--- config.mk ---
export PLATFORM = sky130hd
export DESIGN_NAME = gaussian_pose_noise_sampler
export DESIGN_NICKNAME = d
export VERILOG_FILES = /design/src/hw/rtl/gpns_pkg.sv /design/src/hw/rtl/gpns_ctrl.sv /design/src/hw/rtl/gpns_datapath.sv /design/src/hw/rtl/gaussian_pose_noise_sampler.sv
export VERILOG_INCLUDE_DIRS = /design/src /design/src/hw/rtl
export SDC_FILE = /design/constraint.sdc
export NUM_CORES = 2
export LEC_CHECK = 0
export BUFFER_PORTS_ARGS = -buffer_cell sky130_fd_sc_hd__buf_4
export CAP_MARGIN = 20
export CORE_ASPECT_RATIO = 0.75
export CORE_MARGIN = 1.5
export CORE_UTILIZATION = 65
export DETAILED_ROUTE_END_ITERATION = 7
export PLACE_DENSITY_LB_ADDON = 0.25
export SETUP_SLACK_MARGIN = 0.3
export SLEW_MARGIN = 40
export SYNTH_ARGS = -nofsm -noshare
export SYNTH_HDL_FRONTEND = slang
export SYNTH_SLANG_ARGS = --single-unit
--- constraint.sdc ---
create_clock -name clock -period 11.9 [get_ports clock]
set_input_delay 0.595 -clock clock [delete_from_list [all_inputs] [get_ports clock]]
set_output_delay 0.595 -clock clock [all_outputs]
set_load 0.02 [all_outputs]
--- src/hw/rtl/assert_macros.svh ---
// assertion helpers, all sampled on the rising clock edge and off during reset
`ifndef ASSERT_MACROS_SVH
`define ASSERT_MACROS_SVH

`define ASSERT_CLK(label, prop, msg) \
   label: assert property (@(posedge clock) disable iff (reset) prop) else $error(msg);

`define ASSERT_SAME(label, ante, cons, msg) \
   `ASSERT_CLK(label, (ante) |-> (cons), msg)

`define ASSERT_NEXT(label, ante, cons, msg) \
   `ASSERT_CLK(label, (ante) |=> (cons), msg)

`endif

--- src/hw/rtl/gpns_pkg.sv ---
package gpns_pkg;

   localparam int TERMS_DEFAULT = 12;

   localparam int LCG_W  = 48;
   localparam int DATA_W = 32;

   localparam logic [34:0]      LCG_MUL = 35'h5DEECE66D;
   localparam logic [LCG_W-1:0] LCG_INC = 48'hB;
   localparam logic [15:0]      LCG_LOW = 16'h330E;

   typedef logic [1:0] axis_type;

   localparam axis_type AXIS_X     = 2'd0;
   localparam axis_type AXIS_Y     = 2'd1;
   localparam axis_type AXIS_THETA = 2'd2;
   localparam axis_type AXIS_NONE  = 2'd3;

   typedef struct packed {
      logic     load;
      logic     step_lo;
      logic     step_hi;
      logic     prod_en;
      logic     acc_en;
      logic     clr_sum;
      logic     fin_en;
      logic     sat_en;
      logic     pass_en;
      logic     out_load;
      axis_type axis;
   } cmd_type;

   typedef struct packed {
      logic bad;
      logic sigma_zero;
   } status_type;

endpackage

--- src/hw/rtl/gpns_ctrl.sv ---
`include "assert_macros.svh"

module gpns_ctrl
   import gpns_pkg::*;
#(
   parameter int TERMS = TERMS_DEFAULT
) (
   input  logic       clock,
   input  logic       reset,
   input  logic       req_tvalid,
   output logic       req_tready,
   output logic       rsp_tvalid,
   input  logic       rsp_tready,
   input  status_type status,
   output cmd_type    cmd
);

   localparam int K_W = (TERMS > 1) ? $clog2(TERMS) : 1;
   localparam logic [K_W-1:0] K_LAST = K_W'(TERMS - 1);

   typedef enum logic [9:0] {
      ST_IDLE  = 10'b00_0000_0001,
      ST_CHECK = 10'b00_0000_0010,
      ST_SETUP = 10'b00_0000_0100,
      ST_LO    = 10'b00_0000_1000,
      ST_HI    = 10'b00_0001_0000,
      ST_PROD  = 10'b00_0010_0000,
      ST_ACC   = 10'b00_0100_0000,
      ST_FIN   = 10'b00_1000_0000,
      ST_SAT   = 10'b01_0000_0000,
      ST_DONE  = 10'b10_0000_0000
   } state_type;

   state_type      state_ff, state_in;
   logic [K_W-1:0] k_ff, k_in;
   axis_type       axis_ff, axis_in;
   logic           rsp_valid_ff, rsp_valid_in;

   always_comb begin
      state_in = state_ff;
      k_in     = k_ff;
      axis_in  = axis_ff;
      cmd      = '0;
      cmd.axis = axis_ff;
      unique case (state_ff)
         ST_IDLE: begin
            if (req_tvalid) begin
               cmd.load = 1'b1;
               axis_in  = AXIS_X;
               state_in = ST_CHECK;
            end
         end
         ST_CHECK: begin
            state_in = status.bad ? ST_DONE : ST_SETUP;
         end
         ST_SETUP: begin
            if (status.sigma_zero) begin
               // zero spread: mean passes through, generator untouched
               cmd.pass_en = 1'b1;
               if (axis_ff == AXIS_THETA) begin
                  state_in = ST_DONE;
               end else begin
                  axis_in = axis_ff + 2'd1;
               end
            end else begin
               cmd.clr_sum = 1'b1;
               k_in        = '0;
               state_in    = ST_LO;
            end
         end
         ST_LO: begin
            cmd.step_lo = 1'b1;
            // product of the previous draw overlaps this step
            cmd.prod_en = (k_ff != '0);
            state_in    = ST_HI;
         end
         ST_HI: begin
            cmd.step_hi = 1'b1;
            cmd.acc_en  = (k_ff != '0);
            if (k_ff == K_LAST) begin
               state_in = ST_PROD;
            end else begin
               k_in     = k_ff + 1'b1;
               state_in = ST_LO;
            end
         end
         ST_PROD: begin
            cmd.prod_en = 1'b1;
            state_in    = ST_ACC;
         end
         ST_ACC: begin
            cmd.acc_en = 1'b1;
            state_in   = ST_FIN;
         end
         ST_FIN: begin
            cmd.fin_en = 1'b1;
            state_in   = ST_SAT;
         end
         ST_SAT: begin
            cmd.sat_en = 1'b1;
            if (axis_ff == AXIS_THETA) begin
               state_in = ST_DONE;
            end else begin
               axis_in  = axis_ff + 2'd1;
               state_in = ST_SETUP;
            end
         end
         ST_DONE: begin
            if (!rsp_valid_ff || rsp_tready) begin
               cmd.out_load = 1'b1;
               state_in     = ST_IDLE;
            end
         end
         default: begin
            state_in = ST_IDLE;
         end
      endcase
   end

   always_comb begin
      rsp_valid_in = rsp_valid_ff && !rsp_tready;
      if (cmd.out_load) begin
         rsp_valid_in = 1'b1;
      end
   end

   always_ff @(posedge clock) begin
      if (reset) begin
         state_ff     <= ST_IDLE;
         k_ff         <= '0;
         axis_ff      <= AXIS_X;
         rsp_valid_ff <= 1'b0;
      end else begin
         state_ff     <= state_in;
         k_ff         <= k_in;
         axis_ff      <= axis_in;
         rsp_valid_ff <= rsp_valid_in;
      end
   end

   assign req_tready = (state_ff == ST_IDLE);
   assign rsp_tvalid = rsp_valid_ff;

   `ASSERT_SAME(a_term_count_range, (state_ff == ST_LO || state_ff == ST_HI), k_ff <= K_LAST,
      "term counter ran past the last term")
   `ASSERT_SAME(a_axis_valid, (state_ff == ST_SETUP || state_ff == ST_SAT), axis_ff != AXIS_NONE,
      "axis select out of range while drawing")
   `ASSERT_NEXT(a_done_after_load, cmd.out_load, rsp_tvalid && state_ff == ST_IDLE,
      "result load did not leave a valid result and an idle controller")

endmodule

--- src/hw/rtl/gpns_datapath.sv ---
`include "assert_macros.svh"

module gpns_datapath
   import gpns_pkg::*;
#(
   parameter int TERMS = TERMS_DEFAULT
) (
   input  logic               clock,
   input  logic               reset,
   input  logic               csr_wr_en,
   input  logic [DATA_W-1:0]  csr_wr_data,
   input  logic [159:0]       req_tdata,
   input  cmd_type            cmd,
   output status_type         status,
   output logic [95:0]        rsp_tdata,
   output logic               rsp_tuser
);

   // sum of floored products stays below TERMS * 2^31
   localparam int SUM_W = 31 + $clog2(TERMS + 1);

   logic signed [DATA_W-1:0] mx_ff, my_ff, mt_ff, st_ff, sr_ff;
   logic                     bad_ff;

   logic [LCG_W-1:0] lcg_ff, lcg_in;
   logic [LCG_W-1:0] lo_ff;
   logic [62:0]      prod_ff;
   logic [SUM_W-1:0] sum_ff;
   logic signed [SUM_W:0] half_ff;

   logic [DATA_W-1:0] rx_ff, ry_ff, rt_ff;
   logic [95:0]       rsp_data_ff;
   logic              rsp_bad_ff;

   logic [DATA_W-1:0] mean_sel, sigma_sel;
   logic [58:0]       lo_full;
   logic [47:0]       hi_full;
   logic [62:0]       prod_full;
   logic [SUM_W-1:0]  ts;
   logic signed [SUM_W+1:0] diff;
   logic signed [SUM_W+1:0] total;
   logic [SUM_W-30:0]       top_bits;
   logic [DATA_W-1:0]       sat_val;

   always_comb begin
      unique case (cmd.axis)
         AXIS_X: begin
            mean_sel  = mx_ff;
            sigma_sel = st_ff;
         end
         AXIS_Y: begin
            mean_sel  = my_ff;
            sigma_sel = st_ff;
         end
         AXIS_THETA: begin
            mean_sel  = mt_ff;
            sigma_sel = sr_ff;
         end
         default: begin
            mean_sel  = mx_ff;
            sigma_sel = st_ff;
         end
      endcase
   end

   // generator step in two parts: low half times full multiplier, then the
   // high half's contribution, which only reaches the upper 24 bits
   assign lo_full = lcg_ff[23:0] * LCG_MUL;
   assign hi_full = lcg_ff[47:24] * LCG_MUL[23:0];

   always_comb begin
      lcg_in = lcg_ff;
      if (csr_wr_en) begin
         lcg_in = {csr_wr_data, LCG_LOW};
      end else if (cmd.step_hi) begin
         lcg_in = lo_ff + {hi_full[23:0], 24'd0} + LCG_INC;
      end
   end

   assign prod_full = lcg_ff[47:16] * sigma_sel[30:0];

   assign ts   = SUM_W'(TERMS) * SUM_W'(sigma_sel[30:0]);
   assign diff = $signed({1'b0, sum_ff, 1'b0}) - $signed({2'b00, ts});

   assign total = $signed({{(SUM_W-30){mean_sel[31]}}, mean_sel})
                + $signed({half_ff[SUM_W], half_ff});

   assign top_bits = total[SUM_W+1:31];

   always_comb begin
      if (&top_bits || ~|top_bits) begin
         sat_val = total[31:0];
      end else if (total[SUM_W+1]) begin
         sat_val = 32'h8000_0000;
      end else begin
         sat_val = 32'h7FFF_FFFF;
      end
   end

   always_ff @(posedge clock) begin
      if (reset) begin
         lcg_ff <= {32'd0, LCG_LOW};
      end else begin
         lcg_ff <= lcg_in;
      end
   end

   always_ff @(posedge clock) begin
      if (cmd.load) begin
         mx_ff  <= req_tdata[31:0];
         my_ff  <= req_tdata[63:32];
         mt_ff  <= req_tdata[95:64];
         st_ff  <= req_tdata[127:96];
         sr_ff  <= req_tdata[159:128];
         bad_ff <= req_tdata[127] | req_tdata[159];
      end
      if (cmd.step_lo) begin
         lo_ff <= lo_full[47:0];
      end
      if (cmd.prod_en) begin
         prod_ff <= prod_full;
      end
      if (cmd.clr_sum) begin
         sum_ff <= '0;
      end else if (cmd.acc_en) begin
         sum_ff <= sum_ff + SUM_W'(prod_ff[62:32]);
      end
      if (cmd.fin_en) begin
         // floor of the offset divided by two
         half_ff <= diff[SUM_W+1:1];
      end
      if (cmd.sat_en || cmd.pass_en) begin
         unique case (cmd.axis)
            AXIS_X:     rx_ff <= cmd.pass_en ? mean_sel : sat_val;
            AXIS_Y:     ry_ff <= cmd.pass_en ? mean_sel : sat_val;
            AXIS_THETA: rt_ff <= cmd.pass_en ? mean_sel : sat_val;
            default: begin
            end
         endcase
      end
      if (cmd.out_load) begin
         rsp_data_ff <= bad_ff ? 96'd0 : {rt_ff, ry_ff, rx_ff};
         rsp_bad_ff  <= bad_ff;
      end
   end

   assign status.bad        = bad_ff;
   assign status.sigma_zero = (sigma_sel == '0);

   assign rsp_tdata = rsp_data_ff;
   assign rsp_tuser = rsp_bad_ff;

   `ASSERT_NEXT(a_seed_low_bits, csr_wr_en, lcg_ff[15:0] == LCG_LOW,
      "seed write did not set the fixed low generator bits")

endmodule

--- src/hw/rtl/gaussian_pose_noise_sampler.sv ---
// after the input transfer the spread check runs, then each axis takes TERMS generator steps and
// a last product, sum, halving and saturation; an axis with zero spread passes its mean through,
// a negative spread goes straight to the result; a new pose is taken only once the last result
// is loaded; each generator step has two halves since the 48-bit state product is split in two
// reset: synchronous, active high; generator returns to seed 0, channels come up idle
module gaussian_pose_noise_sampler
   import gpns_pkg::*;
#(
   parameter int TERMS = TERMS_DEFAULT
) (
   input  logic                clock,
   input  logic                reset,
   input  logic                csr_wr_en,
   input  logic [DATA_W-1:0]   csr_wr_data,
   input  logic                req_tvalid,
   output logic                req_tready,
   // mean_x, mean_y, mean_theta, sigma_trans, sigma_rot
   input  logic [159:0]        req_tdata,
   output logic                rsp_tvalid,
   input  logic                rsp_tready,
   // sample_x, sample_y, sample_theta
   output logic [95:0]         rsp_tdata,
   // bad_spread
   output logic                rsp_tuser
);

   cmd_type    cmd;
   status_type status;

   gpns_ctrl #(
      .TERMS (TERMS)
   ) u_ctrl (
      .clock      (clock),
      .reset      (reset),
      .req_tvalid (req_tvalid),
      .req_tready (req_tready),
      .rsp_tvalid (rsp_tvalid),
      .rsp_tready (rsp_tready),
      .status     (status),
      .cmd        (cmd)
   );

   gpns_datapath #(
      .TERMS (TERMS)
   ) u_datapath (
      .clock       (clock),
      .reset       (reset),
      .csr_wr_en   (csr_wr_en),
      .csr_wr_data (csr_wr_data),
      .req_tdata   (req_tdata),
      .cmd         (cmd),
      .status      (status),
      .rsp_tdata   (rsp_tdata),
      .rsp_tuser   (rsp_tuser)
   );

endmodule

* Yosys cells after proc, flatten, opt, wreduce, memory -nomap -nowiden
Cells that the tools add are included.
** Operators by class
- $add $sub $neg :: 7
- Multipliers :: 4
- Eq/ne operators :: 19
- Multiplexer cells :: 37
- Bitwise logic cells :: 1
- Reductions and logical operators :: 22
** Operator list (count)
- two-way mux 32 bit :: 4
- case mux 10 bit (10 select lines) :: 1
- two-way mux 48 bit :: 2
- case mux 32 bit (2 select lines) :: 1
- multiplier 32 x 31 -> 63 bit :: 1
- two-way mux 10 bit :: 6
- adder 48 x 4 -> 48 bit (second input constant) :: 1
- adder 48 bit :: 1
- multiplier 24 x 35 -> 48 bit (second input constant) :: 1
- adder 32 x 36 -> 37 bit :: 1
- subtractor 36 x 35 -> 37 bit :: 1
- adder 35 x 31 -> 35 bit :: 1
- multiplier 2 x 31 -> 33 bit (first input constant) :: 1
- logical NOT 32 bit :: 1
- multiplier 24 x 22 -> 24 bit (second input constant) :: 1
- two-way mux 1 bit :: 13
- == test 10 x 1 -> 1 bit (second input constant) :: 1
- == test 10 bit (second input constant) :: 1
- == test 10 x 2 -> 1 bit (second input constant) :: 1
- == test 10 x 3 -> 1 bit (second input constant) :: 1
- == test 10 x 4 -> 1 bit (second input constant) :: 1
- == test 10 x 5 -> 1 bit (second input constant) :: 1
- == test 10 x 6 -> 1 bit (second input constant) :: 1
- == test 10 x 7 -> 1 bit (second input constant) :: 1
- other kinds (29) :: 45
** Word-level totals
- Bits in registers :: 601
- Bits of input ports :: 197
- Word-level logic and storage cells :: 111

* Longest topological paths before layout
- Depth in word-level cells :: 8
- Depth in mapped cells :: 35
- Mapped depth without buffers :: 32

* Modules after synthesis
From an unflattened synthesis, not the netlist that was laid out.
** Unflattened totals
- Cells, all modules :: 7485
- Area total of the unflattened synthesis :: 76183.1 µm²
** Modules (own cells, without submodules)
- gpns_datapath :: times used 1, cells each 7336, area each 74985.7 µm², seq. area each 15745.1 µm²
- gpns_ctrl :: times used 1, cells each 149, area each 1197.4 µm², seq. area each 340.3 µm²

* Worst setup path before layout
OpenSTA, ideal clock, no wires.
- Kind :: register -> register
- Start point :: register u_ctrl.axis_ff[0]
- End point :: register u_datapath.prod_ff[61] (data pin)
- Library setup time :: 0.260 ns
- Data arrival time :: 8.483 ns
- Required time :: 11.640 ns
- Slack :: 3.157 ns
- Stages on the path, launching flop included :: 32
- Buffers on the path :: 3
- Period minus slack after synthesis :: 8.743 ns
- Path through :: dfxtp_1 inv_1 ha_1 buf_1 buf_1 mux2_2 inv_1 clkbuf_1 nor2_1 fa_1 fa_1 fa_1 inv_1 fa_1 inv_1 fa_1 fa_1 fa_1 inv_1 fa_1 inv_1 ha_1 a21oi_1 nor2_1 a2111oi_0 a211o_1 a21oi_2 o31ai_1 a211oi_2 nor3_1 nor2_1 xor2_1
** On the way
- Longest elaborated chain between the ends :: 3
** Ends and longest elaborated chain
- from (decl) :: RTL line gpns_ctrl.sv:36 : axis_type axis_ff, axis_in;
- from (signal assigned) :: RTL line gpns_ctrl.sv:136 : axis_ff <= axis_in;
- == test 2 bit :: RTL line gpns_datapath.sv:46 : unique case (cmd.axis)
- two-way mux 32 bit :: RTL line gpns_datapath.sv:46
- multiplier 32 x 31 -> 63 bit :: RTL line gpns_datapath.sv:80 : assign prod_full = lcg_ff[47:16] * sigma_sel[30:0];
- net u_datapath.prod_full[61] :: RTL line gpns_datapath.sv:38 : logic [62:0] prod_full;
- to (signal assigned) :: RTL line gpns_datapath.sv:121 : prod_ff <= prod_full;
- to (decl) :: RTL line gpns_datapath.sv:27 : logic [62:0] prod_ff;
The timed path passes the listed nets, and every way through them passes these cells.
A chain may end at the register's enable or synchronous reset.

* Worst setup path in the final report
- Start point :: register u_ctrl.axis_ff[0]
- End point :: register u_datapath.prod_ff[54] (data pin)
Same word-level chain as after synthesis.

==> reports/results.ini <==
[status]
status = finished clean

[worst_setup_path]
required_ps = 12340
crit_type = reg2reg
reg2reg_depth = 27
endpoint = u_datapath.prod_ff[54]
reg2reg_from = u_ctrl.axis_ff[0]
cp-startpoint = u_ctrl.axis_ff[0]
cp-end-kind = register
critPathMaxFanout = 24
start_kind = register
r2r_setup_slack_ps = 1550
cp.arrival_ps = 10800
timing.rr.end = u_datapath.prod_ff[54]

[routing]
drc_errors = 0
ant_nets = 0
dr.pass1.iters = 8
wl_per_cell_um = 24.7
vias = 55000
first_iter_violations = 5841
routed_via_density = 5.92
routed_wl_um = 229000

[finish]
layout-drive-gt1-share_pct = 7.40
final_util_pct = 70.7
nets = 9961
fin_area_sq_um = 82000
stdcell_count = 9280
area_delta_synth_final_pct = 7.75

[synth]
synth_cell_types = 88
synth.avg_cell_area_sq_um = 10.1
synth-seq-cells = 569
seq_area_frac_synth_pct = 21.1
async_reset_ff_share_pct = 0
syn_area_sq_um = 76100
synth_cells = 7502
synth_nets = 9772
synth_flop_cell = edfxtp_1
yosysWarnings = 0
synth_edf_count = 469

[pwr]
p_leak_nw = 39.4
max-vdd-ir-drop_mv = 0.485
power_density_nw_per_um2 = 221

[sta]
max_freq_mhz = 96.6
finalHoldViolations = 0
slew_headroom_pct = 37.4
fin_skew_ps = 29.6
tns_ps = 0
worstMarginPinSlew_ps = 939
setup_viol = 0
rsz0062_at_grt = false
drv_slew = 0
finalCritPeriodShare_pct = 87.0
fin_crit_ps = 10350

[clock_tree]
cts_tree = yes
cts_made_buffers = 58
clock_sinks = 569
htreeDepth = 2
root_buffer = clkbuf_16
cts_repair_resize_count = 0
ctsHoldBuffers = 0
cts.path.max_buffers = 3
clk-insertion-delay-late_ps = 710
cts_setup_buffers = 0
clk_pin_slew_ps = 70

[global_route]
grt_usage_pct = 39.7
gr-total-overflow = 0
grt_pass1_wl_um = 350000
antenna_found_initial = 10
grt_max_degree = 100
grt_pass1_vias = 57400

[die]
rows = 108
dieHeight_um = 299
dieArea_sq_um = 119000
dieWidth_um = 398
coreArea_sq_um = 116000
ios = 296
start_util_pct = 65.6

[place]
portBuffers = 295
gp_congestion = 1.04
placed_cell_area_sq_um = 80000
hpwl_um = 185000
dp_cells = 9171

[min_path]
hold_class = in2reg

[flow_run]
cap_violations = 0

state kept, by name, summed over array words and instances, names as in the netlist, 4 cells and up:
signal and count:
u_datapath.rsp_tdata 96, u_datapath.lcg_ff 48, u_datapath.lo_ff 48, u_datapath.half_ff 36
u_datapath.sum_ff 35, u_datapath.mt_ff 32, u_datapath.mx_ff 32, u_datapath.my_ff 32
u_datapath.rt_ff 32, u_datapath.rx_ff 32, u_datapath.ry_ff 32, u_datapath.sr_ff 32
u_datapath.st_ff 32, u_datapath.prod_ff 31, u_ctrl.state_ff 10, u_ctrl.k_ff 4
area by class of cell:
class,instances,area [sq um]
Inverter,1582,5940
Clock buffer,70,1520
Sequential cell,569,16100
Fill cell,8689,33900
Antenna cell,1,2.50
Multi-Input combinational cell,5089,53200
Timing Repair Buffer,391,2950
Clock inverter,38,417
Tap cell,1540,1930
critical path, stage by stage, from the launching register on:
cell and delay (ps):
dfxtp_1 330, inv_1 160, ha_4 520, mux2_2 730, inv_1 470, nor2_1 250
fa_1 460, fa_1 490, inv_1 50, fa_1 530, fa_1 540, inv_1 60
fa_1 570, fa_1 450, fa_1 530, fa_1 450, ha_1 320, a21oi_1 150
o21ai_0 220, a2111oi_2 670, a211o_1 550, a21oi_2 150, o31ai_1 290, buf_4 220
a41oi_1 140, nor2b_1 360, o21bai_1 150, xor2_1 160
synthesized netlist by cell type, drive strengths merged, types with 55 or more instances:
cell type | count | area share (%)
clkbuf | 251 | 1.2
nor3 | 59 | 0.39
a21oi | 271 | 1.8
ha | 739 | 12
inv | 1579 | 7.8
nor2 | 463 | 2.3
xnor2 | 169 | 1.9
edfxtp | 469 | 19
nand3 | 55 | 0.36
o21ai | 128 | 0.85
dfxtp | 100 | 2.6
nand2 | 681 | 3.4
nor2b | 123 | 1.0
a21o | 120 | 1.2
and2 | 308 | 2.5
xor2 | 108 | 1.2
fa | 1334 | 35
through the flow:
stage	setup WS (ps)	hold slack, ps	total power, mW
6_report	1550	63.1	18.2
5_1_grt	1200	37.2	19.6
4_1_cts	1510	24.4	18.0
3_5_place_dp	1640	478	15.9
3_3_place_gp	1630	466	15.6
2_1_floorplan	3160	437	12.2
cell usage in the layout (no fill, tap or decap), drive strengths merged, types with 169 or more instances in the layout:
cell type,netlist,routed
inv,1579,1582
fa,1334,1334
ha,739,739
nand2,681,681
edfxtp,469,469
nor2,463,463
buf,11,391
and2,308,308
a21oi,271,271
xnor2,169,169
power breakdown:
part	internal (mW)	switching (mW)	leakage, nW
clock	1.03	0.857	0.928
combinational	5.65	7.94	33.3
sequential	2.64	0.0341	5.12
total	9.32	8.83	39.4
layer usage:
metal	GRT usage, %	up-vias	wire (um)
met5	0	-	81
met1	57.4	27500	93700
met2	57.2	2979	96900
met4	11.7	12	8200
met3	13.2	517	30500
li1	-	23900	-
worst min-delay path by stage:
stage	from	endpoint	cells past startpoint
after floorplan	u_datapath.sum_ff[0]	u_datapath.half_ff[0]	0
after global placement	u_ctrl.axis_ff[0]	u_ctrl.axis_ff[0]	2
after detailed placement	u_datapath.sum_ff[11]	u_datapath.sum_ff[11]	2
after CTS	req_tdata[93]	u_datapath.mt_ff[29]	1
after global routing	req_tdata[58]	u_datapath.my_ff[26]	1
final	req_tdata[93]	u_datapath.mt_ff[29]	1
cells by family (layout without fill, tap and decap cells):
logic type	Yosys count	in the layout	share of synthesized area (%)
xor gates and xnor gates	278	278	3.22
AOI/OAI and AO/OA	852	852	7.34
adders and majority gates	2073	2073	47.2
muxes	42	42	0.610
DFF	569	569	21.1
and+or+nand+nor	1844	1844	11.3
buffers and inverters	1844	2081	9.11
other	0	1	0
No activity file was read; power rests on OpenSTA's default activity.
